==> config.mk <==
export PLATFORM = sky130hd
export DESIGN_NAME = sharpen_outq
export DESIGN_NICKNAME = d
export VERILOG_FILES = /design/src/rtl/sharpen_pkg.sv /design/src/rtl/sharpen_outq.sv
export SDC_FILE = /design/constraint.sdc
export NUM_CORES = 1
export LEC_CHECK = 0
export ABC_CLOCK_PERIOD_IN_PS = 6070
export BUFFER_PORTS_ARGS = -buffer_cell sky130_fd_sc_hd__buf_2
export CAP_MARGIN = 20
export CORE_MARGIN = 2
export CORE_UTILIZATION = 61
export DETAILED_ROUTE_END_ITERATION = 6
export GPL_TIMING_DRIVEN = 0
export PLACE_DENSITY = 0.85
export SLEW_MARGIN = 20
export SYNTH_ARGS = -nofsm -noshare
export SYNTH_HDL_FRONTEND = slang
export SYNTH_SLANG_ARGS = --single-unit
==> constraint.sdc <==
create_clock -name clk_i -period 6.07 [get_ports clk_i]
set_input_delay 0.607 -clock clk_i [delete_from_list [all_inputs] [get_ports clk_i]]
set_output_delay 0.607 -clock clk_i [all_outputs]
set_load 0.005 [all_outputs]
==> src/rtl/sharpen_pkg.sv <==
// shared types and constants for the 5-point laplacian sharpening stream
// no dependencies
package sharpen_pkg;

  localparam int unsigned MAX_WIDTH_DEF  = 1024;
  localparam int unsigned MAX_HEIGHT_DEF = 1024;
  localparam int unsigned DIM_MIN        = 3;
  localparam int unsigned DIM_RST        = 1024;

  localparam int unsigned PIX_W      = 8;
  localparam int unsigned COORD_W    = 10;
  localparam int unsigned CFG_ADDR_W = 2;
  localparam int unsigned CFG_DATA_W = 11;
  localparam int unsigned KGAIN      = 5;

  localparam int unsigned OUTQ_DEPTH = 4;
  localparam int unsigned OUTQ_CNT_W = $clog2(OUTQ_DEPTH + 1);
  localparam int unsigned PUSH_W     = 2;

  typedef enum logic [CFG_ADDR_W-1:0] {
    REG_FRAME_WIDTH  = 2'd0,
    REG_FRAME_HEIGHT = 2'd1
  } cfg_reg_e;

  // one column of the two line stores
  typedef struct packed {
    logic [PIX_W-1:0] two_above;
    logic [PIX_W-1:0] above;
  } line_t;

  typedef struct packed {
    logic [PIX_W-1:0] up;
    logic [PIX_W-1:0] centre;
    logic [PIX_W-1:0] right;
    logic [PIX_W-1:0] left;
  } ops_t;

  typedef struct packed {
    logic [COORD_W-1:0] row;
    logic [COORD_W-1:0] col;
    logic               has_up;
    logic               last_row;
    logic               interior;
    logic               eof;
  } info_t;

  typedef struct packed {
    logic [PIX_W-1:0]   pix;
    logic [COORD_W-1:0] row;
    logic [COORD_W-1:0] col;
    logic               last;
    logic               eof;
  } res_t;

endpackage

==> src/rtl/sharpen_outq.sv <==
// small result queue, takes up to two results a cycle and hands out one
// depends on sharpen_pkg
module sharpen_outq import sharpen_pkg::*; (
  input  logic                  clk_i,
  input  logic                  rst_ni,
  input  logic [PUSH_W-1:0]     push_cnt_i,
  input  res_t                  res0_i,
  input  res_t                  res1_i,
  output logic [OUTQ_CNT_W-1:0] free_o,
  output logic                  out_valid_o,
  input  logic                  out_ready_i,
  output res_t                  res_o
);

  localparam int unsigned PW = $clog2(OUTQ_DEPTH);

  res_t                  q_mem [OUTQ_DEPTH];
  logic [PW-1:0]         wp_q, rp_q;
  logic [OUTQ_CNT_W-1:0] cnt_q;
  logic                  pop;

  assign out_valid_o = (cnt_q != '0);
  assign pop         = out_valid_o && out_ready_i;
  assign free_o      = OUTQ_CNT_W'(OUTQ_DEPTH) - cnt_q;
  assign res_o       = q_mem[rp_q];

  always_ff @(posedge clk_i) begin
    if (push_cnt_i != '0) begin
      q_mem[wp_q] <= res0_i;
    end
    if (push_cnt_i > PUSH_W'(1)) begin
      q_mem[wp_q + PW'(1)] <= res1_i;
    end
  end

  always_ff @(posedge clk_i or negedge rst_ni) begin
    if (!rst_ni) begin
      wp_q  <= '0;
      rp_q  <= '0;
      cnt_q <= '0;
    end else begin
      wp_q  <= wp_q + PW'(push_cnt_i);
      rp_q  <= rp_q + PW'(pop);
      cnt_q <= cnt_q + OUTQ_CNT_W'(push_cnt_i) - OUTQ_CNT_W'(pop);
    end
  end

  a_no_overflow: assert property (@(posedge clk_i) disable iff (!rst_ni)
    OUTQ_CNT_W'(push_cnt_i) <= free_o)
    else $error("result queue overflow");

endmodule

Word level (Yosys, flattened, before mapping)
Memories as Yosys holds them, arrays and structs flattened.
Index checks and enable logic that the tools add are counted.
{"block": "classes", "addsub": 6, "n_lt_le_gt_ge": 1, "n_mux": 4, "reduce_logical": 3}
{"op": "$mux 1", "n": 4}
{"op": "$add 3x2->3", "n": 1}
{"op": "$reduce_bool 3->1", "n": 1}
{"op": "$sub 3x1->3", "n": 1}
{"op": "$sub 3x3->3 const A", "n": 1}
{"op": "$add 2x1->2", "n": 1}
{"op": "$add 2x1->2 const B", "n": 1}
{"op": "$add 2x2->2", "n": 1}
{"op": "$gt 2x1->1 const B", "n": 1}
{"op": "$reduce_bool 2->1", "n": 1}
{"op": "$logic_and 1x1->1", "n": 1}
{"block": "totals", "reg_bits": 7, "ram_bits": 120, "in_bits": 65, "mem_count": 1}
{"memory": "q_mem", "words": 4, "width": 30, "read_ports": 1, "rd_ports_with_merged_regs": 0, "wr": 2, "line": "sharpen_outq.sv:17", "source": "res_t q_mem [OUTQ_DEPTH];"}

Logic depth before layout (Yosys ltp)
{"block": "depth", "word_depth": 3, "mapped_depth": 9, "mapped_depth_nobuf": 9}

Worst setup path after synthesis
No wires, ideal clock.
{"block": "synth_path", "path_type": "input-to-reg", "start": "in push_cnt_i[1]", "end": "mem q_mem[0][0] (netlist bit), enable pin", "setup_ps": 459, "arrival_ps": 3020, "t_required_ps": 5611, "path_slack_ps": 2591, "stages": 3, "cell_sequence": "buf_4 o21bai_1 o21ai_0"}
{"element": "from (decl)", "line": "sharpen_outq.sv:6", "source": "input logic [PUSH_W-1:0] push_cnt_i,"}
{"element": "to (decl)", "line": "sharpen_outq.sv:17"}

==> impl_metrics.csv <==
group,metric,value,unit
route,dr.pass1.iters,5,
route,drc,0,
sta,rsz0062_at_grt,"no",
sta,max_freq,372,MHz
synth,ys_seq_area_frac,0.590,
cts,htreeDepth,4,
setup_path,critPathKind,"reg -> out",
route,vias_per_cell,5.98,
global_route,grt_pass1_vias,3926,
floorplan,die_y,106,um
layout,layout_common_cells,"120 x edfxtp_1, 101 x buf_2, 87 x mux2_2",
cts,clk_path_buf_depth,2,
layout,fill_cells,620,
global_route,overflow,0,
floorplan,start_util,0.623,
sta,finClkSkew,0.00820,ns
job,drv_cap,0,
cts,cts_buffers,17,
hold_path,holdCritPathClass,"in -> reg",
cts,cts_setup_buffers,0,
cts,cts_root_buf,"clkbuf_8",
global_route,grtUsageTotal,0.255,
setup_path,cpMaxStageDelayCell,"mux4_2",
sta,fin_crit_sh,0.443,
global_route,grt_max_degree,20,
synth,syn_inst,333,
route,drt-initial-drc-count,184,
sta,max_slew_margin,0.540,
synth,synth-seq-cells,127,
route,postRouteAntennaNets,0,
floorplan,core,10300,um2
setup_path,cp.required,5.46,ns
layout,final_common_cell,"edfxtp_1",
route,wire_per_inst,22.8,um
layout,register_area,3780,um2
floorplan,dieArea,11300,um2
route,vias,3616,
sta,worst_slew_pin_slew,0.690,ns
floorplan,pin_count,99,
placement,io_buffers,97,
setup_path,path_buf_inv,3,
power,peakVddDrop,0.000256,V
setup_path,worstPathCellList,"buf_2 -> buf_2 -> mux4_2 -> buf_2",
layout,multi_input_comb_area,2440,um2
synth,syn_area,6410,um2
sta,period_needed,2.69,ns
power,power_leakage,3.06,nW
cts,cts_tree,"built",
layout,finalNetCount,525,
status,outcome,"finished, final reports clean",
cts,path_clk_slew,0.06,ns
cts,clk-insertion-delay-late,0.53,ns
placement,place_hpwl,9.02,mm
setup_path,cp.arrival,2.08,ns
synth,avgSynthCellArea,19.2,um2
sta,fin_tns_setup,0,ns
setup_path,critPathTopFamily,"buffers and inverters",
sta,hold_viol,0,
cts,post_cts_resized,0,
setup_path,worst_path_most_repeated_cell,"buf_2",
setup_path,cp_slowest_stage_delay,0.57,ns
setup_path,cp-end-kind,"output pin",
layout,utilization,0.762,
synth,yosysUniqueCellTypes,24,
layout,area_growth,22.2,%
setup_path,cp_max_fo,10,
sta,setup_violations,0,
cts,holdBufCountCts,1,
global_route,grt_pass1_wl,20.7,mm
route,wl,13.8,mm
synth,syn_nets,404,
setup_path,start_kind,"flop",
global_route,antenna_found_initial,2,
floorplan,die_w,106,um
power,power_density,509,nW/um2
cts,clock_sinks,127,
floorplan,num_rows,37,
synth,synth_warnings,0,
layout,drive_gt1_frac,0.655,
placement,gp_congestion,0.754,
sta,slew_violations,0,
## registers in the layout, summed over array words and instances (netlist names)
register,flops
wp_q,2
rp_q,2
cnt_q,3
q_mem,120
## worst reg2reg max path: stages (launching register included)
cell	delay, ns
dfrtp_1	0.39
inv_1	0.08
ha_1	0.20
ha_1	0.20
nand2b_1	0.19
xnor2_1	0.15
ha_1	0.20
fa_1	0.38
xnor2_1	0.19
xnor2_1	0.13
## where the power goes
group	switching, mW	internal (mW)	leakage, nW
logic	0.724	0.788	1.53
clock network	0.364	0.643	0.309
registers	0.0946	1.37	1.22
total	1.18	2.80	3.06
## stage by stage
step / power [mW] / hold WS, ns / cell area (um2) / worst slack [ns] / std cells
after floorplan: 2.42 / 0.311 / 6410 / 2.59 / 333
after global placement: 2.86 / 0.446 / 7060 / 0.932 / 566
after detailed placement: 3.00 / 0.448 / 7210 / 3.89 / 570
after CTS: 4.02 / 0.358 / 7830 / 3.31 / 603
after global routing: 4.15 / 0.376 / 7830 / 3.28 / 604
final: 3.98 / 0.385 / 7830 / 3.38 / 605
## cell type report
class                           instances  share of cell area
Sequential cell                       127               0.483
Multi-Input combinational cell        176               0.312
Timing Repair Buffer                  102              0.0773
Clock buffer                           26              0.0732
Buffer                                 22              0.0246
Tap cell                              136              0.0217
Clock inverter                          6             0.00431
Inverter                                8             0.00383
Antenna cell                            2            0.000639
## Yosys cell counts (all sizes together)
cell	n	share of area
mux2	120	0.23
inv	8	0.0047
mux4	30	0.11
nand3	2	0.0035
nand3b	3	0.0074
a21oi	1	0.00078
o21bai	1	0.0012
xnor2	7	0.0096
fa	1	0.0031
dfrtp	7	0.027
ha	5	0.0098
buf	22	0.030
nand2b	1	0.00098
o21ai	2	0.0016
nor2	2	0.0012
edfxtp	120	0.56
nor3b	1	0.0029
## final timing paths
| check | from | endpoint | slack [ns] | cells past startpoint |
|---|---|---|---|---|
| max | rp_q[0] | res_o[26] | 3.38 | 4 |
| min reg2reg | cnt_q[2] | cnt_q[2] | 0.49 | 1 |
| min | push_cnt_i[0] | wp_q[0] | 0.38 | 2 |
| min in group asynchronous | rst_ni | cnt_q[0] | 0.45 | 2 |
| max in group asynchronous | rst_ni | rp_q[1] | 5.47 | 2 |
| max reg2reg | cnt_q[0] | cnt_q[2] | 3.88 | 9 |
## per-layer routing
layer / GRT usage / up-vias / routed length (um)
li1: - / 1589 / -
met1: 0.285 / 1842 / 5110
met2: 0.449 / 151 / 7460
met3: 0.0779 / 34 / 893
met4: 0.113 / 0 / 340
met5: 0 / - / 0
## logic make-up (layout without fill, tap and decap cells)
family | Yosys count | count (layout) | share of synthesized area
multiplexers | 150 | 150 | 0.333
other | 0 | 2 | 0
AO/OA/AOI/OAI | 4 | 4 | 0.00352
adder cells (fa/ha/maj) | 6 | 6 | 0.0129
buffers and inverters | 30 | 164 | 0.0348
XOR/XNOR | 7 | 7 | 0.00957
AND/OR/NAND/NOR | 9 | 9 | 0.0160
flip-flops | 127 | 127 | 0.590
Power figures use the tool's default switching activity.
