$ cat src/rtl/sharpen_pkg.sv
// shared types and constants for the 5-point laplacian sharpening stream
// no dependencies
package sharpen_pkg;

  localparam int unsigned MAX_WIDTH_DEF  = 1024;
  localparam int unsigned MAX_HEIGHT_DEF = 1024;
  localparam int unsigned DIM_MIN        = 3;
  localparam int unsigned DIM_RST        = 1024;

  localparam int unsigned PIX_W      = 8;
  localparam int unsigned COORD_W    = 10;
  localparam int unsigned CFG_ADDR_W = 2;
  localparam int unsigned CFG_DATA_W = 11;
  localparam int unsigned KGAIN      = 5;

  localparam int unsigned OUTQ_DEPTH = 4;
  localparam int unsigned OUTQ_CNT_W = $clog2(OUTQ_DEPTH + 1);
  localparam int unsigned PUSH_W     = 2;

  typedef enum logic [CFG_ADDR_W-1:0] {
    REG_FRAME_WIDTH  = 2'd0,
    REG_FRAME_HEIGHT = 2'd1
  } cfg_reg_e;

  // one column of the two line stores
  typedef struct packed {
    logic [PIX_W-1:0] two_above;
    logic [PIX_W-1:0] above;
  } line_t;

  typedef struct packed {
    logic [PIX_W-1:0] up;
    logic [PIX_W-1:0] centre;
    logic [PIX_W-1:0] right;
    logic [PIX_W-1:0] left;
  } ops_t;

  typedef struct packed {
    logic [COORD_W-1:0] row;
    logic [COORD_W-1:0] col;
    logic               has_up;
    logic               last_row;
    logic               interior;
    logic               eof;
  } info_t;

  typedef struct packed {
    logic [PIX_W-1:0]   pix;
    logic [COORD_W-1:0] row;
    logic [COORD_W-1:0] col;
    logic               last;
    logic               eof;
  } res_t;

endpackage

$ cat src/rtl/sharpen_ctrl.sv
// frame geometry registers, row and column counters, line store addressing
// depends on sharpen_pkg
module sharpen_ctrl import sharpen_pkg::*; #(
  parameter int unsigned MaxWidth  = MAX_WIDTH_DEF,
  parameter int unsigned MaxHeight = MAX_HEIGHT_DEF,
  localparam int unsigned AW = $clog2(MaxWidth),
  localparam int unsigned RW = $clog2(MaxHeight)
) (
  input  logic                  clk_i,
  input  logic                  rst_ni,
  input  logic                  cfg_valid_i,
  output logic                  cfg_ready_o,
  input  logic [CFG_ADDR_W-1:0] cfg_addr_i,
  input  logic [CFG_DATA_W-1:0] cfg_wdata_i,
  input  logic                  accept_i,
  output logic [AW-1:0]         wr_addr_o,
  output logic [AW-1:0]         rd_addr_o,
  output info_t                 info_o
);

  localparam int unsigned DW   = $clog2(MaxWidth + 1);
  localparam int unsigned HW   = $clog2(MaxHeight + 1);
  localparam int unsigned PW   = DW + 1;
  localparam int unsigned WRst = (DIM_RST > MaxWidth) ? MaxWidth : DIM_RST;
  localparam int unsigned HRst = (DIM_RST > MaxHeight) ? MaxHeight : DIM_RST;

  logic [DW-1:0] width_q, width_d;
  logic [HW-1:0] height_q, height_d;
  logic [AW-1:0] col_q, col_d;
  logic [RW-1:0] row_q, row_d;

  logic [31:0]   cfg_val, w_clamp, h_clamp;
  logic [DW-1:0] col_p1;
  logic [PW-1:0] col_p2, col_p2_wrap;
  logic [HW-1:0] row_p1;
  logic          last_row;
  logic [31:0]   row_ext, col_ext;

  assign cfg_ready_o = 1'b1;

  assign cfg_val = 32'(cfg_wdata_i);
  assign w_clamp = (cfg_val < DIM_MIN) ? DIM_MIN : (cfg_val > MaxWidth) ? MaxWidth : cfg_val;
  assign h_clamp = (cfg_val < DIM_MIN) ? DIM_MIN : (cfg_val > MaxHeight) ? MaxHeight : cfg_val;

  assign col_p1   = DW'(col_q) + DW'(1);
  assign row_p1   = HW'(row_q) + HW'(1);
  assign last_row = (row_p1 >= height_q);

  // prefetch two positions ahead in raster order
  assign col_p2      = PW'(col_q) + PW'(2);
  assign col_p2_wrap = (col_p2 >= PW'(width_q)) ? col_p2 - PW'(width_q) : col_p2;
  assign rd_addr_o   = col_p2_wrap[AW-1:0];
  assign wr_addr_o   = col_q;

  assign row_ext = 32'(row_q);
  assign col_ext = 32'(col_q);

  always_comb begin
    info_o.row      = row_ext[COORD_W-1:0];
    info_o.col      = col_ext[COORD_W-1:0];
    info_o.has_up   = (row_q != '0);
    info_o.last_row = last_row;
    info_o.interior = (HW'(row_q) >= HW'(2)) && (HW'(row_q) < height_q) &&
                      (col_q != '0) && (col_p1 < width_q);
    info_o.eof      = (col_p1 >= width_q);
  end

  always_comb begin
    width_d  = width_q;
    height_d = height_q;
    col_d    = col_q;
    row_d    = row_q;
    if (cfg_valid_i) begin
      unique case (cfg_reg_e'(cfg_addr_i))
        REG_FRAME_WIDTH: begin
          width_d = DW'(w_clamp);
          col_d   = '0;
          row_d   = '0;
        end
        REG_FRAME_HEIGHT: begin
          height_d = HW'(h_clamp);
          col_d    = '0;
          row_d    = '0;
        end
        default: ;
      endcase
    end else if (accept_i) begin
      if (col_p1 >= width_q) begin
        col_d = '0;
        row_d = last_row ? '0 : row_q + RW'(1);
      end else begin
        col_d = col_q + AW'(1);
      end
    end
  end

  always_ff @(posedge clk_i or negedge rst_ni) begin
    if (!rst_ni) begin
      width_q  <= DW'(WRst);
      height_q <= HW'(HRst);
      col_q    <= '0;
      row_q    <= '0;
    end else begin
      width_q  <= width_d;
      height_q <= height_d;
      col_q    <= col_d;
      row_q    <= row_d;
    end
  end

  a_col_in_frame: assert property (@(posedge clk_i) disable iff (!rst_ni)
    DW'(col_q) < width_q)
    else $error("column counter beyond frame width");

  a_row_in_frame: assert property (@(posedge clk_i) disable iff (!rst_ni)
    HW'(row_q) < height_q)
    else $error("row counter beyond frame height");

  a_no_rw_clash: assert property (@(posedge clk_i) disable iff (!rst_ni)
    accept_i |-> rd_addr_o != wr_addr_o)
    else $error("line store read and write hit the same column");

endmodule

$ cat config.mk
export PLATFORM = sky130hd
export DESIGN_NAME = sharpen_ctrl
export DESIGN_NICKNAME = d
export VERILOG_FILES = /design/src/rtl/sharpen_pkg.sv /design/src/rtl/sharpen_ctrl.sv
export SDC_FILE = /design/constraint.sdc
export NUM_CORES = 1
export LEC_CHECK = 0
export ABC_AREA = 1
export CORE_UTILIZATION = 40
export CTS_BUF_LIST = sky130_fd_sc_hd__clkbuf_2
export CTS_CLUSTER_SIZE = 30
export DETAILED_ROUTE_END_ITERATION = 16
export DONT_BUFFER_PORTS = 1
export PLACE_DENSITY = 0.6
export REMOVE_ABC_BUFFERS = 1
export SYNTH_ARGS = -nofsm -noshare
export SYNTH_HDL_FRONTEND = slang
export SYNTH_SLANG_ARGS = --single-unit
$ cat constraint.sdc
create_clock -name clk_i -period 3.7 [get_ports clk_i]
set_clock_uncertainty 0.2 [all_clocks]
set_input_delay 0.925 -clock clk_i [delete_from_list [all_inputs] [get_ports clk_i]]
set_output_delay 0.925 -clock clk_i [all_outputs]
set_load 0.005 [all_outputs]
Yosys cells after proc, flatten, opt, wreduce, memory -nomap -nowiden
Cells that the tools add are included.

storage, ports and cells
  bits in registers = 42
  logic and storage cells = 44

cells by class
  equality and inequality tests = 2
  order comparisons = 8
  multiplexer cells = 11
  $add $sub $neg = 6
  reductions and logical operators = 13

operators by type and width
  cell                     number
  $mux W10                 9
  $ge A11 B11 Y1           3
  $add A10 B1 Y11 const B  2
  $mux W11                 2
  $add A10 B1 Y10 const B  2
  $reduce_bool A10 Y1      2
  $add A10 B2 Y11 const B  1
  $gt A11 B11 Y1 const B   1
  $lt A10 B11 Y1           1
  $lt A11 B11 Y1           1
  $lt A11 B2 Y1 const B    1
  $ge A10 B2 Y1 const B    1
  $sub A10 B10 Y10         1
  $reduce_and A2 Y1        3
  $reduce_bool A2 Y1       2
  $logic_and A1 B1 Y1      3
  $reduce_and A3 Y1        1
  $eq A2 B1 Y1 const B     1
  $logic_not A2 Y1         1
  $ne A2 B2 Y1 const B     1
  $reduce_or A2 Y1         1

Longest topological paths before layout
Gate-level depths: netlist (run 1).

  depth after elaboration = 6
  gate-level depth with buffers = 18
  mapped depth without buffers = 18

Worst setup path before layout (run 1)
No wires, ideal clock.

  path kind = register to output
  start point = register col_q[2] (netlist: wr_addr_o[2])
  end point = output port rd_addr_o[5]
  cell stages (with the launch flop) = 14
  required time = 2.575 ns
  data arrival time = 2.261 ns
  setup slack = 0.314 ns
  path through = dfrtp_1 -> ha_1 -> nand2_2 -> nor2_4 -> nand2_1 -> xor2_1 -> ha_1 -> nand2_1 -> nor2_2 -> nand3_4 -> nand3_4 -> buf_12 -> nand2_1 -> nand2_1

on the way
  cells in the longest elaborated chain, start to end = 3
  elaborated cells between the ends (all ways) = 4
  those cells by class = add/sub: 2; order compare: 1; mux: 1

ends and longest elaborated chain
  element                                                    line                 text
  start: declaration                                         sharpen_ctrl.sv:29   logic [AW-1:0] col_q, col_d;
  start signal: assignment                                   sharpen_ctrl.sv:106  col_q <= col_d;
  $add A10 B2 Y11 (*)                                        sharpen_ctrl.sv:50   assign col_p2 = PW'(col_q) + PW'(2);
  $sub A10 B10 Y10 / $ge A11 B11 Y1 (equally long branches)  sharpen_ctrl.sv:51   assign col_p2_wrap = (col_p2 >= PW'(width_q)) ? col_p2 - PW'(width_q) : col_p2;
  $mux W10 (*)                                               sharpen_ctrl.sv:51
  end: declaration                                           sharpen_ctrl.sv:17   output logic [AW-1:0] rd_addr_o,

Every way passes the cells marked *; elsewhere a longest branch is shown, timed or not.

Worst setup path after layout (run 1)
  start point = register col_q[1] (netlist: wr_addr_o[1])
  end point = output port rd_addr_o[1]

Same word-level chain as after synthesis.

==> results.cfg, run 1 <==
[critical_path]
crit_required_ns = 2.57
crit_type = register to output port
critical_path.max_fanout = 8
crit_chain = ha_4, nand2_4, nor2_4, xor2_4, ha_4, nand2_4, o21ai_4, a21oi_4, nand3_4, nand2_2, o21ai_2
rr_worst_depth = 17
worstPathArrival_ns = 2.84
start_kind = register
rrSetupSlack_ns = 0.75
timing.rr.start = wr_addr_o[1]$_DFFE_PN0P_
startpoint = wr_addr_o[1]$_DFFE_PN0P_
worstReg2RegEnd = row_q[7]$_DFFE_PN0P_
crit_end = rd_addr_o[1]
slowest_stage = dfrtp_2
cpPeakStageDelay_ns = 0.53
critPathCaptureType = output port

[global_routing]
met3_usage_pct = 3.28
use_met2_pct = 39.7
grt_usage_pct = 22.8
grt_pass1_wl_um = 18200
overflow = 0
grt_pass1_vias = 3716
grt.busiest_layer = met2
antenna_found_initial = 0
met1_usage_pct = 28.0
grt_max_degree = 41

[synth]
synth-seq-cells = 42
ys_top_cells_by_area = dfrtp_1 (25%), ha_1 (15%), nand2_1 (14%), inv_1 (7.0%), nor2_1 (4.9%)
yosysTopAreaCell = dfrtp_1
synth.top_cell.area_share_pct = 25.0
syn_area_sq_um = 4010
syn-instance-count = 555
yosys_warnings = 0
synth.avg_cell_area_sq_um = 7.22
synth_edf_count = 0
synthFlopType = dfrtp_1
synth.distinct_cells = 46
seq_area_frac_synth_pct = 26.3
async_reset_ff_share_pct = 100

[cts]
cts_tree = built
worstSkewPairLatency_ns = 0.47
clkSlewWorstSetupHoldPaths_ns = 0.28
clockBufferDepth = 2
cts_buffers = 5
cts_sinks = 42
h-tree-depth = 2
cts-root-buf = clkbuf_2

[pwr]
power_density_nw_per_um2 = 341
leakagePower_nw = 2.49
peakVddDrop_mv = 0.224

[routing]
totalWireLength_um = 11700
antenna_left = 0
drtPass1Iterations = 4
post-route-drc-count = 0
num_vias = 3768
viasPerCell = 5.26
wl_per_cell_um = 16.3
drtIter0Drc = 112

[sta]
worst_slew_pin_slew_ns = 0.610
whs_ns = 0.0352
hold_viol_final = 0
finalWorstSetupSlack_ns = -0.260
slew_headroom_pct = 59.2
rsz0062_at_grt = yes
finalCritPeriodShare_pct = 107
period_needed_ns = 3.96
drv_slew = 0
setup_viol = 12
fmax_ghz = 0.252

[placement]
hpwl_um = 8310
placed_cells = 680
gp_congestion = 0.880
numPortBuffers = 0

[floorplanning]
io_pins = 62
die_height_um = 102
die_x_um = 102
fp.coreArea_sq_um = 9730
rows = 36
design.die.area_sq_um = 10400
start_util_pct = 41.2

[worst_hold_path]
hold_path_class = input pin to async pin

[final_layout]
fillers = 923
drive_gt1_share_pct = 31.5
fin_nets = 650
diodes = 0
final_common_cell = nand2_1
area_growth_pct = 27.0
final_cells = 717
layout_common_cells = nand2_1 (120), inv_1 (69), nor2_1 (41), ha_1 (34), buf_4 (29)

[run_status]
status = complete, but fails checks
violations = setup timing

[run]
drv_cap = 0
## Yosys cell counts (all sizes together) (6+ instances only)
master and number:
xor2 21, ha 49, a21oi 23, buf 17, nand2 156, dfrtp 40
nand4 16, nor2 56, o21ai 35, o22ai 6, inv 76, nand3 32
## stage by stage
step / TNS [ns] / setup WS (ns) / utilization [%] / total power, mW / area [sq um]
detailed placement: 0 / 0.166 / 42.3 / 1.31 / 4120
global route: -3.66 / -0.339 / 52.3 / 1.87 / 5090
CTS: -1.67 / -0.174 / 48.2 / 1.65 / 4690
global placement: 0 / 0.175 / 42.3 / 1.30 / 4120
finish: -2.57 / -0.260 / 52.3 / 1.74 / 5090
floorplan: 0 / 0.331 / - / 1.11 / 3860
## report_power, final
group / internal (mW) / switching (mW)
sequential: 0.513 / 0.0537
combinational: 0.348 / 0.571
clock: 0.0561 / 0.196
## logic make-up after synthesis
logic type,Yosys count,synth area share (%)
and+or+nand+nor,272,30.6
xor gates and xnor gates,22,5.00
adders and majority gates,50,15.8
DFF,42,26.3
buffers and inverters,96,10.8
other,1,0.0936
AOI/OAI and AO/OA,72,11.4
## critical path, delay by kind of cell, from the launching register on
family          cells  cell delay [ns]
flops               1             0.53
compound gates      3             0.40
fa+ha+maj           2             0.44
simple gates        5             0.71
xor+xnor            1             0.26
## timing repair
item | in CTS | in global routing
endpoints found under the hold margin | 40 | 1
gates resized for setup | 77 | 71
pin swaps | 27 | 43
cloned | 1 | 0
setup buffers | 17 | 10
endpoints found under the setup margin | 13 | 13
hold buffers | 1 | 1
## area by class of cell
type / instances / area [sq um] / area share (%)
Clock buffer: 5 / 25.0 / 0.492
Clock inverter: 3 / 28.8 / 0.566
Inverter: 76 / 285 / 5.61
Multi-Input combinational cell: 418 / 3150 / 62.0
Sequential cell: 42 / 1070 / 21.1
Tap cell: 133 / 166 / 3.27
Timing Repair Buffer: 40 / 357 / 7.01
## metal layers
metal,routed length (um),up-vias
met5,0,-
met4,404,0
met3,563,31
met2,5700,117
met1,5040,1778
li1,-,1842
## worst min path at each step
stage / startpoint / to / slack [ns] / depth (start not counted)
final: rst_ni / height_q[10]$_DFFE_PN1P_ / 0.04 / 0
after floorplan: height_q[2]$_DFFE_PN0P_ / height_q[2]$_DFFE_PN0P_ / 0.25 / 2
after global routing: rst_ni / width_q[6]$_DFFE_PN0P_ / 0.02 / 1
after global placement: width_q[6]$_DFFE_PN0P_ / width_q[6]$_DFFE_PN0P_ / 0.27 / 2
after detailed placement: height_q[7]$_DFFE_PN0P_ / height_q[7]$_DFFE_PN0P_ / 0.28 / 2
after CTS: rst_ni / width_q[10]$_DFFE_PN1P_ / 0.01 / 0
## sequential cells by signal (all words and copies together) (netlist names)
name	count
width_q	11
wr_addr_o	10
height_q	11
row_q	10
Power figures use the tool's default switching activity.
==> run 2: changes to the inputs <==
Settings changed: CORE_UTILIZATION 40 to 56, GPL_TIMING_DRIVEN from default to 0, PLACE_DENSITY 0.6 to 0.77, SKIP_CTS_REPAIR_TIMING from default to 1.
==> results.cfg, run 2 (synthesis gave the netlist of run 1 again) <==
[placement]
numPortBuffers = 0
hpwl_um = 7350
placed_area_sq_um = 3980
gp_congestion = 0.922

[floorplanning]
design.die.area_sq_um = 7500
die_x_um = 86.6
rows = 30
die_height_um = 86.6
fp.coreArea_sq_um = 6870
start_util_pct = 58.3
io_pins = 62

[critical_path]
crit_type = register to output port
crit_required_ns = 2.57
critPathCaptureType = output port
start_kind = register
critical_path.max_fanout = 8
rrSetupSlack_ns = -0.10
worstPathArrival_ns = 2.97

[global_routing]
grt_pass1_wl_um = 15600
overflow = 0
use_met2_pct = 48.4
antenna_found_initial = 0
met1_usage_pct = 32.3
grt_usage_pct = 26.9
grt_pass1_vias = 3469
met3_usage_pct = 3.43
grt_max_degree = 43
grt.busiest_layer = met2

[run]
drv_cap = 0

[pwr]
peakVddDrop_mv = 0.216
power_density_nw_per_um2 = 355
leakagePower_nw = 2.37

[worst_hold_path]
hold_path_class = input pin to async pin

[sta]
finalWorstSetupSlack_ns = -0.399
period_needed_ns = 4.10
finalCritPeriodShare_pct = 111
setup_viol = 23
fmax_ghz = 0.244
drv_slew = 0
hold_viol_final = 0
whs_ns = 0.0293
worst_slew_pin_slew_ns = 1.05
slew_headroom_pct = 29.6
rsz0062_at_grt = yes

[final_layout]
final_common_cell = nand2_1
drive_gt1_share_pct = 25.0
fin_nets = 635
reg_top3 = height_q x11, width_q x11
fillers = 556
layout_common_cells = nand2_1 (136), inv_1 (69), nor2_1 (40), ha_1 (37)
diodes = 0
stdcell_area_sq_um = 4710
area_growth_pct = 17.6

[routing]
num_vias = 3773
wl_per_cell_um = 16.2
antenna_left = 0
post-route-drc-count = 0
drtIter0Drc = 192
viasPerCell = 5.67
drtPass1Iterations = 5
totalWireLength_um = 10800

[run_status]
status = complete, but fails checks
violations = setup timing

[cts]
clockBufferDepth = 2
h-tree-depth = 2
cts_buffers = 5
worstSkewPairLatency_ns = 0.47
clkSlewWorstSetupHoldPaths_ns = 0.28
cts_tree = built
cts_sinks = 42
cts-root-buf = clkbuf_2
[run 2: changes by cell type in the layout (fill, tap and decap cells not counted), moves of 3 or more]
cell | previous run | this run
nand2_1 | 120 | 136
nand2_2 | 27 | 13
buf_6 | 9 | 0
buf_4 | 29 | 21
xor2_1 | 9 | 14
xor2_2 | 9 | 5
a21oi_4 | 4 | 1
ha_1 | 34 | 37
[run 2: through the flow]
step	TNS, ns	util [%]	worst slack [ns]	power, mW	cells
5_1_grt	-10.08	68.6	-0.487	1.80	665
6_report	-5.33	68.6	-0.399	1.67	665
3_5_place_dp	-1.32	57.9	-0.0805	1.27	631
2_1_floorplan	0	-	0.331	1.11	535
3_3_place_gp	-1.11	57.9	-0.0647	1.24	631
4_1_cts	-8.60	58.7	-0.635	1.52	639
[run 2: power by group]
part	total (mW)	leakage (nW)	internal, mW	switching [mW]
clock network	0.256	0.0355	0.0562	0.200
registers	0.586	0.533	0.514	0.0722
logic	0.832	1.80	0.314	0.519
total	1.67	2.37	0.884	0.790
[run 2: worst paths after layout]
kind	startpoint	to	depth (start not counted)
min in group clk_i	height_q[3]$_DFFE_PN0P_	height_q[3]$_DFFE_PN0P_	2
worst min register to register	height_q[3]$_DFFE_PN0P_	height_q[3]$_DFFE_PN0P_	2
max in group asynchronous	rst_ni	wr_addr_o[1]$_DFFE_PN0P_	1
worst max-delay path	wr_addr_o[2]$_DFFE_PN0P_	rd_addr_o[9]	11
worst min-delay path	rst_ni	width_q[10]$_DFFE_PN1P_	0
worst max register to register	wr_addr_o[2]$_DFFE_PN0P_	row_q[6]$_DFFE_PN0P_	16
[run 2: layout make-up]
type	instances	area, sq um	share of cell area (%)
Tap cell	96	120	2.55
Multi-Input combinational cell	418	2960	62.8
Sequential cell	42	1070	22.8
Clock inverter	3	28.8	0.611
Inverter	76	292	6.19
Timing Repair Buffer	25	213	4.51
Clock buffer	5	25.0	0.531
[run 2: critical path, stage by stage (launching register included)]
cell,delay [ns]
dfrtp_2,0.57
ha_4,0.21
nand2_4,0.07
nor2_4,0.22
xor2_4,0.26
ha_4,0.25
nand2_1,0.14
o21ai_2,0.11
a21oi_4,0.29
nand3_4,0.20
nand3_2,0.13
nand2_2,0.06
[run 2: layer usage]
layer / share of wire [%] / vias to the layer above / routed length (um)
li1: - / 1815 / -
met1: 41 / 1760 / 4390
met2: 50 / 152 / 5360
met3: 5.5 / 46 / 597
met4: 4.3 / 0 / 465
met5: 0 / - / 0
