### src/rtl/sharpen_pkg.sv
// shared types and constants for the 5-point laplacian sharpening stream
// no dependencies
package sharpen_pkg;

  localparam int unsigned MAX_WIDTH_DEF  = 1024;
  localparam int unsigned MAX_HEIGHT_DEF = 1024;
  localparam int unsigned DIM_MIN        = 3;
  localparam int unsigned DIM_RST        = 1024;

  localparam int unsigned PIX_W      = 8;
  localparam int unsigned COORD_W    = 10;
  localparam int unsigned CFG_ADDR_W = 2;
  localparam int unsigned CFG_DATA_W = 11;
  localparam int unsigned KGAIN      = 5;

  localparam int unsigned OUTQ_DEPTH = 4;
  localparam int unsigned OUTQ_CNT_W = $clog2(OUTQ_DEPTH + 1);
  localparam int unsigned PUSH_W     = 2;

  typedef enum logic [CFG_ADDR_W-1:0] {
    REG_FRAME_WIDTH  = 2'd0,
    REG_FRAME_HEIGHT = 2'd1
  } cfg_reg_e;

  // one column of the two line stores
  typedef struct packed {
    logic [PIX_W-1:0] two_above;
    logic [PIX_W-1:0] above;
  } line_t;

  typedef struct packed {
    logic [PIX_W-1:0] up;
    logic [PIX_W-1:0] centre;
    logic [PIX_W-1:0] right;
    logic [PIX_W-1:0] left;
  } ops_t;

  typedef struct packed {
    logic [COORD_W-1:0] row;
    logic [COORD_W-1:0] col;
    logic               has_up;
    logic               last_row;
    logic               interior;
    logic               eof;
  } info_t;

  typedef struct packed {
    logic [PIX_W-1:0]   pix;
    logic [COORD_W-1:0] row;
    logic [COORD_W-1:0] col;
    logic               last;
    logic               eof;
  } res_t;

endpackage

### src/rtl/sharpen_core.sv
// input register and kernel arithmetic, forms up to two results per item
// depends on sharpen_pkg
module sharpen_core import sharpen_pkg::*; (
  input  logic                  clk_i,
  input  logic                  rst_ni,
  input  logic                  in_valid_i,
  output logic                  in_ready_o,
  input  logic [PIX_W-1:0]      pixel_i,
  input  ops_t                  ops_i,
  input  info_t                 info_i,
  input  logic [OUTQ_CNT_W-1:0] free_i,
  output logic [PUSH_W-1:0]     push_cnt_o,
  output res_t                  res0_o,
  output res_t                  res1_o
);

  logic             s1_valid_q;
  logic [PIX_W-1:0] s1_pix_q;
  ops_t             s1_ops_q;
  info_t            s1_info_q;

  logic [PUSH_W-1:0] n_res;
  logic              advance;
  logic              accept;
  logic [10:0]       gain_term;
  logic [9:0]        neigh;
  logic signed [11:0] diff;
  logic [PIX_W-1:0]  sat;
  res_t              up_res, low_res;

  assign n_res      = PUSH_W'(s1_info_q.has_up) + PUSH_W'(s1_info_q.last_row);
  assign advance    = s1_valid_q && (OUTQ_CNT_W'(n_res) <= free_i);
  assign in_ready_o = !s1_valid_q || advance;
  assign accept     = in_valid_i && in_ready_o;

  always_ff @(posedge clk_i or negedge rst_ni) begin
    if (!rst_ni) begin
      s1_valid_q <= 1'b0;
    end else if (accept) begin
      s1_valid_q <= 1'b1;
    end else if (advance) begin
      s1_valid_q <= 1'b0;
    end
  end

  always_ff @(posedge clk_i) begin
    if (accept) begin
      s1_pix_q  <= pixel_i;
      s1_ops_q  <= ops_i;
      s1_info_q <= info_i;
    end
  end

  // 5*centre minus the four neighbors, down is the incoming pixel
  assign gain_term = 11'(s1_ops_q.centre) * 11'(KGAIN);
  assign neigh     = 10'(s1_ops_q.left) + 10'(s1_ops_q.right) +
                     10'(s1_ops_q.up) + 10'(s1_pix_q);
  assign diff      = $signed({1'b0, gain_term}) - $signed({2'b00, neigh});

  always_comb begin
    if (diff < 12'sd0) begin
      sat = '0;
    end else if (diff > 12'sd255) begin
      sat = '1;
    end else begin
      sat = diff[PIX_W-1:0];
    end
  end

  always_comb begin
    up_res.pix  = s1_info_q.interior ? sat : '0;
    up_res.row  = s1_info_q.row - COORD_W'(1);
    up_res.col  = s1_info_q.col;
    up_res.last = !s1_info_q.last_row;
    up_res.eof  = 1'b0;

    low_res.pix  = '0;
    low_res.row  = s1_info_q.row;
    low_res.col  = s1_info_q.col;
    low_res.last = 1'b1;
    low_res.eof  = s1_info_q.eof;
  end

  assign res0_o     = s1_info_q.has_up ? up_res : low_res;
  assign res1_o     = low_res;
  assign push_cnt_o = advance ? n_res : '0;

  a_hold_stable: assert property (@(posedge clk_i) disable iff (!rst_ni)
    s1_valid_q && !advance |=> s1_valid_q && $stable(s1_info_q) && $stable(s1_pix_q))
    else $error("stalled item changed in the input register");

endmodule

### config.mk
export PLATFORM = sky130hd
export DESIGN_NAME = sharpen_core
export DESIGN_NICKNAME = d
export VERILOG_FILES = /design/src/rtl/sharpen_pkg.sv /design/src/rtl/sharpen_core.sv
export SDC_FILE = /design/constraint.sdc
export NUM_CORES = 1
export LEC_CHECK = 0
export ABC_CLOCK_PERIOD_IN_PS = 6960
export BUFFER_PORTS_ARGS = -buffer_cell sky130_fd_sc_hd__clkbuf_2
export CAP_MARGIN = 20
export CORE_UTILIZATION = 40
export DETAILED_ROUTE_END_ITERATION = 10
export GPL_TIMING_DRIVEN = 0
export PLACE_DENSITY = 0.63
export SETUP_SLACK_MARGIN = 0.5
export SKIP_LAST_GASP = 1
export SYNTH_ARGS = -nofsm -noshare
export SYNTH_HDL_FRONTEND = slang
export SYNTH_SLANG_ARGS = --single-unit
### constraint.sdc
create_clock -name clk_i -period 6.96 [get_ports clk_i]
set_input_delay 1.74 -clock clk_i [delete_from_list [all_inputs] [get_ports clk_i]]
set_output_delay 1.74 -clock clk_i [all_outputs]
set_load 0.05 [all_outputs]
# --- Word level (Yosys, flattened, before mapping) ---
# Index checks and enable logic that the tools add are counted.
op_classes:
  n_addsub: 6
  n_lt_le_gt_ge: 3
  muxes: 7
  multipliers: 1
  n_reduce_logical: 6
ops:
  columns: ["operator", "n"]
  rows:
  - ["30-bit 2-to-1 mux", 1]
  - ["8-bit 2-to-1 mux", 3]
  - ["12-bit by 9-bit > comparator with 1-bit output (second input constant)", 1]
  - ["12-bit by 1-bit less-than comparator with 1-bit output (second input constant)", 1]
  - ["11-bit by 10-bit subtractor with 12-bit output", 1]
  - ["8-bit by 3-bit multiplier with 11-bit output (second input constant)", 1]
  - ["10-bit by 8-bit adder with 10-bit output", 1]
  - ["9-bit by 8-bit adder with 10-bit output", 1]
  - ["10-bit by 1-bit subtractor with 10-bit output (second input constant)", 1]
  - ["8-bit by 8-bit adder with 9-bit output", 1]
  - ["2-bit by 3-bit <= comparator with 1-bit output", 1]
  - ["1-bit by 1-bit adder with 2-bit output", 1]
  - ["1-bit logical AND", 2]
  - ["1-bit zero test", 2]
  - ["1-bit 2-to-1 mux", 2]
  - ["2-bit 2-to-1 mux", 1]
  - ["2-bit nonzero test", 1]
  - ["1-bit logical OR", 1]
totals:
  input_bits: 70
  regBits: 65
  elab_cells: 35

# --- Logic depth before layout (Yosys ltp) ---
# Gate-level depths: netlist (run 1).
logic_depth:
  word_depth: 9
  mapped_depth: 18
  depth_no_buf: 18

# --- Worst setup path before layout (run 1) ---
# Ideal clock, no wire load.
synth_path:
  kind: "register -> output"
  startpoint: "register s1_pix_q[7]"
  endpoint: "output res0_o[22] (netlist bit)"
  path_buffers: 0
  required_ns: 5.220
  path_stages_with_launch: 17
  arrival_ns: 4.576
  setup_slack_ns: 0.644
  path_cell_list: "edfxtp_1 -> inv_1 -> fa_1 -> inv_1 -> fa_1 -> inv_1 -> fa_1 -> inv_1 -> fa_1 -> inv_1 -> ha_1 -> a211oi_1 -> nor2_1 -> a311oi_2 -> xnor2_1 -> a211oi_4 -> a21oi_1"
synth_rtl:
  columns: ["element", "line_no", "source"]
  rows:
  - ["from (decl)", "sharpen_core.sv:18", "logic [PIX_W-1:0] s1_pix_q;"]
  - ["from (signal assigned)", "sharpen_core.sv:48", "s1_pix_q <= pixel_i;"]
  - ["to (decl)", "sharpen_core.sv:13", "output res_t res0_o,"]

==> results.txt, run 1 <==
status -> finished clean
slowest stage cell on the critical path -> fa_1
CP Class -> flip-flop to output port
Largest delay share family, worst path -> adder cells
Die W -> 104 um
RSZ-0062 raised after global routing -> true
Num CTS Buffers -> 9
Post-Synth XOR/XNOR Area -> 3.56%
Setup violations, final -> 0
Nets -> 622
placed cells -> 609
CTS H-tree lvls -> 3
mapped cell area -> 0.00414 mm2
Unique masters post-synth -> 36
f_max -> 0.158 GHz
HPWL after DPL -> 5630 um
synthesized instance count -> 345
initial antenna violation count -> 0
fin crit period -> 6.33 ns
final instance area -> 0.00559 mm2
I/O pins -> 133
WP data required -> 5.22 ns
final WL -> 7330 um
DRT antenna net count -> 0
TritonCTS clock tree -> yes
Fillers -> 886
CP Max Fanout -> 8
# rows -> 36
die area -> 0.0108 mm2
VDD IR max -> 297 uV
Sink Count -> 65
Via density -> 4.25
DRT iter0 DRCs -> 89
final max-slew violation count -> 0
final hold violation count -> 0
combinational family with the most area after synthesis -> adder cells
Setup crit start kind -> flip-flop
Yosys reg bits -> 65
Final Skew -> 0.0113 ns
GR Overflow Total -> 0
Longest Clk Path Bufs -> 2
Critical Path Max Stage Delay -> 0.52 ns
leak pwr -> 2.72 nW
via count -> 2684
initial core utilization -> 41.8%
Fin Setup TNS -> 0 ns
Residual DRC -> 0
CP bufs+invs -> 8
chip height -> 104 um
Final Wtd Congestion -> 0.708
root buffer cell -> clkbuf_8
post-synthesis adder-cell area fraction -> 22.9%
DP Area -> 0.00497 mm2
Clock Latency Late Sink -> 0.34 ns
Mean Syn Cell Area -> 12.0 um2
CP endpoint kind -> output port
number of global-route vias before repair -> 2679
worst rel slew slack -> 62.1%
critical-path cell list -> inv_2 > fa_1 > inv_1 > fa_1 > inv_2 > ha_4 > inv_2 > fa_1 > inv_2 > ha_4 > inv_2 > fa_2 > nand2b_4 > a21o_1 > and3_1 > a211oi_2 > a211oi_4 > buf_8 > a21oi_4 > buf_8
most used cell, CP -> inv_2
max cap viols -> 0
mux cell area share after synthesis -> 0.242%
period utilization -> 90.9%
yosys warns -> 0
area of the core -> 0.00991 mm2
routed len/inst -> 11.6 um
Hold Crit Class -> flip-flop to flip-flop
n_diodes -> 0
largest net degree at the start of global routing -> 43
Synth Area in Compound Gates -> 6.19%
DRT Pass-1 Iters -> 4
PortBufs -> 123
post-synthesis sequential area ratio -> 47.0%
Slew @ Worst Pin -> 0.569 ns
Simple-Gate Fraction of Synth Area -> 4.14%
first-pass GRT wire length -> 11700 um
PwrDens -> 414 mW/mm2
clk slew on worst S/H paths -> 0.08 ns
arrival time at the worst endpoint -> 4.59 ns
Tot GR Track Use -> 13.8%
share of cells above drive strength 1 -> 45.7%
Finished Layout Cells -> 632
Layout area overhead -> 35.0%
==> worst reg2reg max path, delay by kind of cell, from the launching register on <==
family | cells | cell delay [ns]
simple gates | 2 | 0.71
fa+ha+maj | 2 | 0.51
flops | 1 | 0.41
buf+inv | 1 | 0.31
compound gates | 1 | 0.22
==> path summary, 6_finish.rpt <==
path,startpoint,end,slack [ns],cells past startpoint
max,s1_pix_q[1],res0_o[29],0.63,20
min,s1_valid_q,s1_valid_q,0.62,2
max reg2reg,s1_info_q[2],s1_ops_q[11],4.48,6
min reg2reg,s1_valid_q,s1_valid_q,0.62,2
max in group asynchronous,rst_ni,s1_valid_q,5.72,1
min in group asynchronous,rst_ni,s1_valid_q,1.16,1
==> cells by family (layout without fill, tap and decap cells) <==
kind of cell | count (synthesis) | count (layout)
buffers and inverters | 134 | 281
flip-flops | 65 | 65
adder cells (fa/ha/maj) | 58 | 58
AO/OA/AOI/OAI | 36 | 36
AND/OR/NAND/NOR | 33 | 33
XOR/XNOR | 16 | 16
other | 2 | 9
multiplexers | 1 | 1
==> cell usage after synthesis <==
library cell	instances	area share (%)
a21o_1	6	1.1
xnor2_2	1	0.39
o21ai_2	1	0.21
xnor2_1	8	1.7
o211ai_1	3	0.54
a2111oi_0	1	0.21
a211oi_4	1	0.48
a21oi_1	14	1.7
o21ai_0	2	0.24
a311oi_2	1	0.36
nor2_1	4	0.36
nand2b_1	5	0.75
nand3_1	1	0.12
o21a_1	1	0.18
dfrtp_1	1	0.60
o21ai_1	2	0.24
and3_1	4	0.60
nor4_1	1	0.15
nand4b_1	1	0.21
o22ai_1	1	0.15
buf_4	40	7.2
edfxtp_1	64	46
xor2_1	7	1.5
mux2i_1	1	0.24
fa_1	30	14
nor3_1	5	0.60
a211oi_1	1	0.18
nand2_1	8	0.72
clkbuf_1	1	0.090
and2_1	1	0.15
conb_1	2	0.18
nor2b_1	2	0.30
inv_1	93	8.4
ha_1	28	8.5
a211oi_2	2	0.60
or3_1	1	0.15
==> layout by cell type, fill, tap and decap left out, types with 3 or more instances in the layout <==
| cell | synthesis | final |
|---|---|---|
| ha_4 | 0 | 7 |
| fa_1 | 30 | 29 |
| conb_1 | 2 | 9 |
| nor3_1 | 5 | 5 |
| xnor2_1 | 8 | 7 |
| a21oi_4 | 0 | 8 |
| ha_1 | 28 | 20 |
| nand2_1 | 8 | 8 |
| a21o_1 | 6 | 6 |
| a211oi_2 | 2 | 3 |
| and3_1 | 4 | 4 |
| nor2_1 | 4 | 3 |
| o211ai_1 | 3 | 3 |
| xor2_1 | 7 | 7 |
| inv_2 | 0 | 9 |
| clkbuf_2 | 0 | 115 |
| nand2b_1 | 5 | 4 |
| a21oi_1 | 14 | 4 |
| o21ai_1 | 2 | 3 |
| bufinv_16 | 0 | 3 |
| edfxtp_1 | 64 | 64 |
| buf_4 | 40 | 46 |
| clkbuf_8 | 0 | 9 |
| inv_1 | 93 | 84 |
| buf_8 | 0 | 9 |
==> sequential cells by signal, summed over array words and instances (netlist names) <==
signal	flops
s1_pix_q	8
s1_valid_q	1
res1_o	21
s1_info_q	3
s1_ops_q	32
==> layout make-up <==
| type | instances | area (um2) | area share, % |
|---|---|---|---|
| Sequential cell | 65 | 1950 | 34.8 |
| Multi-Input combinational cell | 153 | 1810 | 32.3 |
| Timing Repair Buffer | 131 | 776 | 13.9 |
| Inverter | 93 | 349 | 6.24 |
| Buffer | 41 | 304 | 5.44 |
| Tap cell | 133 | 166 | 2.97 |
| Clock buffer | 9 | 124 | 2.21 |
| Clock inverter | 7 | 119 | 2.12 |
==> per-layer routing <==
layer  up-vias  track usage, %  part of all wire (%)
met5         -               0                     0
met4         0            6.73                  0.57
met3         4            4.59                   8.3
met2        91            23.5                    50
met1      1240            15.6                    41
li1       1349               -                     -
==> where the power goes <==
part / internal, mW / switching (mW) / total, mW / leakage (nW)
Combinational: 0.635 / 0.815 / 1.45 / 1.97
Clock: 0.238 / 0.151 / 0.389 / 0.115
Sequential: 0.463 / 0.0135 / 0.476 / 0.633
Total: 1.34 / 0.980 / 2.32 / 2.72
==> per-stage QoR <==
stage / hold slack (ns) / total power [mW] / utilization [%] / setup WS [ns]
6_report: 0.616 / 2.32 / 56.5 / 0.632
5_1_grt: 0.653 / 2.48 / 56.5 / 0.430
4_1_cts: 0.619 / 1.95 / 53.7 / 0.500
3_5_place_dp: 0.599 / 1.49 / 50.2 / 0.651
3_3_place_gp: 0.577 / 1.48 / 50.0 / 0.709
2_1_floorplan: 0.977 / 1.32 / - / 0.644
==> repair_timing <==
action	in CTS	in global routing
resized for setup	21	54
pin swaps	5	27
hold buffers	0	0
setup buffers	2	5
hold endpoints to repair	0	0
endpoints found under the setup margin	8	8
(Power assumes the default switching activity.)
==> run 2: changes to the inputs <==
--- a/config.mk
+++ b/config.mk
@@ -5,7 +5,7 @@
 export SDC_FILE = /design/constraint.sdc
 export NUM_CORES = 1
 export LEC_CHECK = 0
-export ABC_CLOCK_PERIOD_IN_PS = 6960
+export ABC_CLOCK_PERIOD_IN_PS = 7700
 export BUFFER_PORTS_ARGS = -buffer_cell sky130_fd_sc_hd__clkbuf_2
 export CAP_MARGIN = 20
 export CORE_UTILIZATION = 40
==> constraint.sdc (replaced) <==
create_clock -name clk_i -period 7.7 [get_ports clk_i]
set_input_delay 1.925 -clock clk_i [delete_from_list [all_inputs] [get_ports clk_i]]
set_output_delay 1.925 -clock clk_i [all_outputs]
set_load 0.05 [all_outputs]
==> results.txt, run 2 (same netlist as run 1, synthesis figures left out) <==
status -> finished clean
RSZ-0062 raised after global routing -> false
chip height -> 104 um
max cap viols -> 0
CP Class -> flip-flop to output port
total net switching power -> 687 uW
Sink Count -> 65
clk slew on worst S/H paths -> 0.08 ns
CTS H-tree lvls -> 3
Pwr Total -> 1.68 mW
DRT antenna net count -> 0
GR Overflow Total -> 0
period utilization -> 88.0%
HPWL after DPL -> 5630 um
area of the core -> 0.00991 mm2
worst rel slew slack -> 62.2%
final hold violation count -> 0
Longest Clk Path Bufs -> 2
Clock Latency Late Sink -> 0.34 ns
commonest cells after routing, fill and taps aside -> 123 x clkbuf_2, 93 x inv_1, 64 x edfxtp_1, 40 x buf_4, 30 x fa_1
Die W -> 104 um
Tot GR Track Use -> 13.8%
Sw Share -> 40.9%
# rows -> 36
hold_buf cts -> 0
Hold Crit Class -> flip-flop to flip-flop
Setup violations, final -> 0
Num CTS Buffers -> 9
final WL -> 6960 um
VDD IR max -> 150 uV
TritonCTS clock tree -> yes
Slew @ Worst Pin -> 0.567 ns
combinational share of power -> 53.5%
die area -> 0.0108 mm2
Reg power frac -> 25.6%
CP Max Fanout -> 8
placed cells -> 609
Clock power frac -> 20.9%
share of cells above drive strength 1 -> 38.0%
hold slack -> 0.616 ns
Biggest register -> s1_ops_q
Residual DRC -> 0
initial antenna violation count -> 0
DRT iter0 DRCs -> 70
initial core utilization -> 41.8%
Nets -> 615
n_diodes -> 0
arrival time at the worst endpoint -> 4.85 ns
CP endpoint kind -> output port
Post-CTS Setup Bufs -> 0
number of global-route vias before repair -> 2660
commonest non-fill, non-tap cell in the layout -> clkbuf_2
PortBufs -> 123
Resized cells post-CTS -> 0
I/O pins -> 133
Final Skew -> 0.00979 ns
Final Wtd Congestion -> 0.708
first-pass GRT wire length -> 11700 um
PwrDens -> 322 mW/mm2
WP data required -> 5.78 ns
largest net degree at the start of global routing -> 43
f_max -> 0.148 GHz
fin crit period -> 6.78 ns
via count -> 2615
root buffer cell -> clkbuf_8
Fin Setup TNS -> 0 ns
max reg flops -> 32
final max-slew violation count -> 0
Layout area overhead -> 25.9%
Setup crit start kind -> flip-flop
routed len/inst -> 11.1 um
Finished Layout Cells -> 625
leak pwr -> 2.64 nW
Via density -> 4.18
cell-internal power -> 994 uW
DRT Pass-1 Iters -> 6
[run 2: final timing paths]
path	startpoint	to	slack [ns]	cells after the start
worst max-delay path	s1_pix_q[1]	res0_o[29]	0.92	19
worst min-delay path	s1_valid_q	s1_valid_q	0.62	2
worst max register to register	s1_info_q[2]	s1_ops_q[11]	5.21	6
worst min register to register	s1_valid_q	s1_valid_q	0.62	2
max in group asynchronous	rst_ni	s1_valid_q	6.27	1
min in group asynchronous	rst_ni	s1_valid_q	1.34	1
[run 2: final cells by class]
type | instances | area (um2)
fill | 922 | 4690
multi-input combinational | 153 | 1570
sequential | 65 | 1950
buffer | 41 | 304
tap | 133 | 166
clock inverter | 7 | 119
inverter | 93 | 349
clock buffer | 9 | 124
timing repair buffer | 124 | 636
[run 2: worst max-delay path: stages, from the launching register on]
cell and delay, ns:
edfxtp_1 0.32, inv_1 0.05, fa_1 0.52, inv_1 0.05, fa_1 0.49, inv_1 0.04
ha_1 0.28, inv_1 0.07, fa_1 0.40, inv_1 0.06, ha_1 0.19, inv_1 0.07
fa_1 0.41, nand2b_1 0.18, a21o_1 0.20, a21oi_1 0.20, nor3_1 0.07, nand4b_1 0.36
a21oi_1 0.23, clkbuf_2 0.30
[run 2: through the flow]
| step | instance area [um2] | setup WS, ns | utilization (%) |
|---|---|---|---|
| 2_1_floorplan | 4170 | 1.20 | - |
| 3_3_place_gp | 4950 | 1.26 | 50.0 |
| 3_5_place_dp | 4970 | 1.21 | 50.2 |
| 4_1_cts | 5220 | 0.822 | 52.6 |
| 5_1_grt | 5220 | 0.544 | 52.6 |
| 6_report | 5220 | 0.923 | 52.6 |
[run 2: layer usage]
metal / vias to the layer above / part of all wire (%) / GRT usage (%)
met5: - / 0 / 0
met4: 0 / 0.29 / 6.73
met3: 4 / 9.2 / 4.66
met2: 90 / 49 / 23.3
met1: 1185 / 41 / 15.7
li1: 1336 / - / -
[run 2: power groups by stage]
stage / logic [mW] / clock network (mW) / registers (mW)
finish: 0.900 / 0.352 / 0.430
global route: 1.02 / 0.373 / 0.433
CTS: 0.916 / 0.361 / 0.431
detailed placement: 0.908 / 0 / 0.438
global placement: 0.896 / 0 / 0.439
floorplan: 0.753 / 0 / 0.436
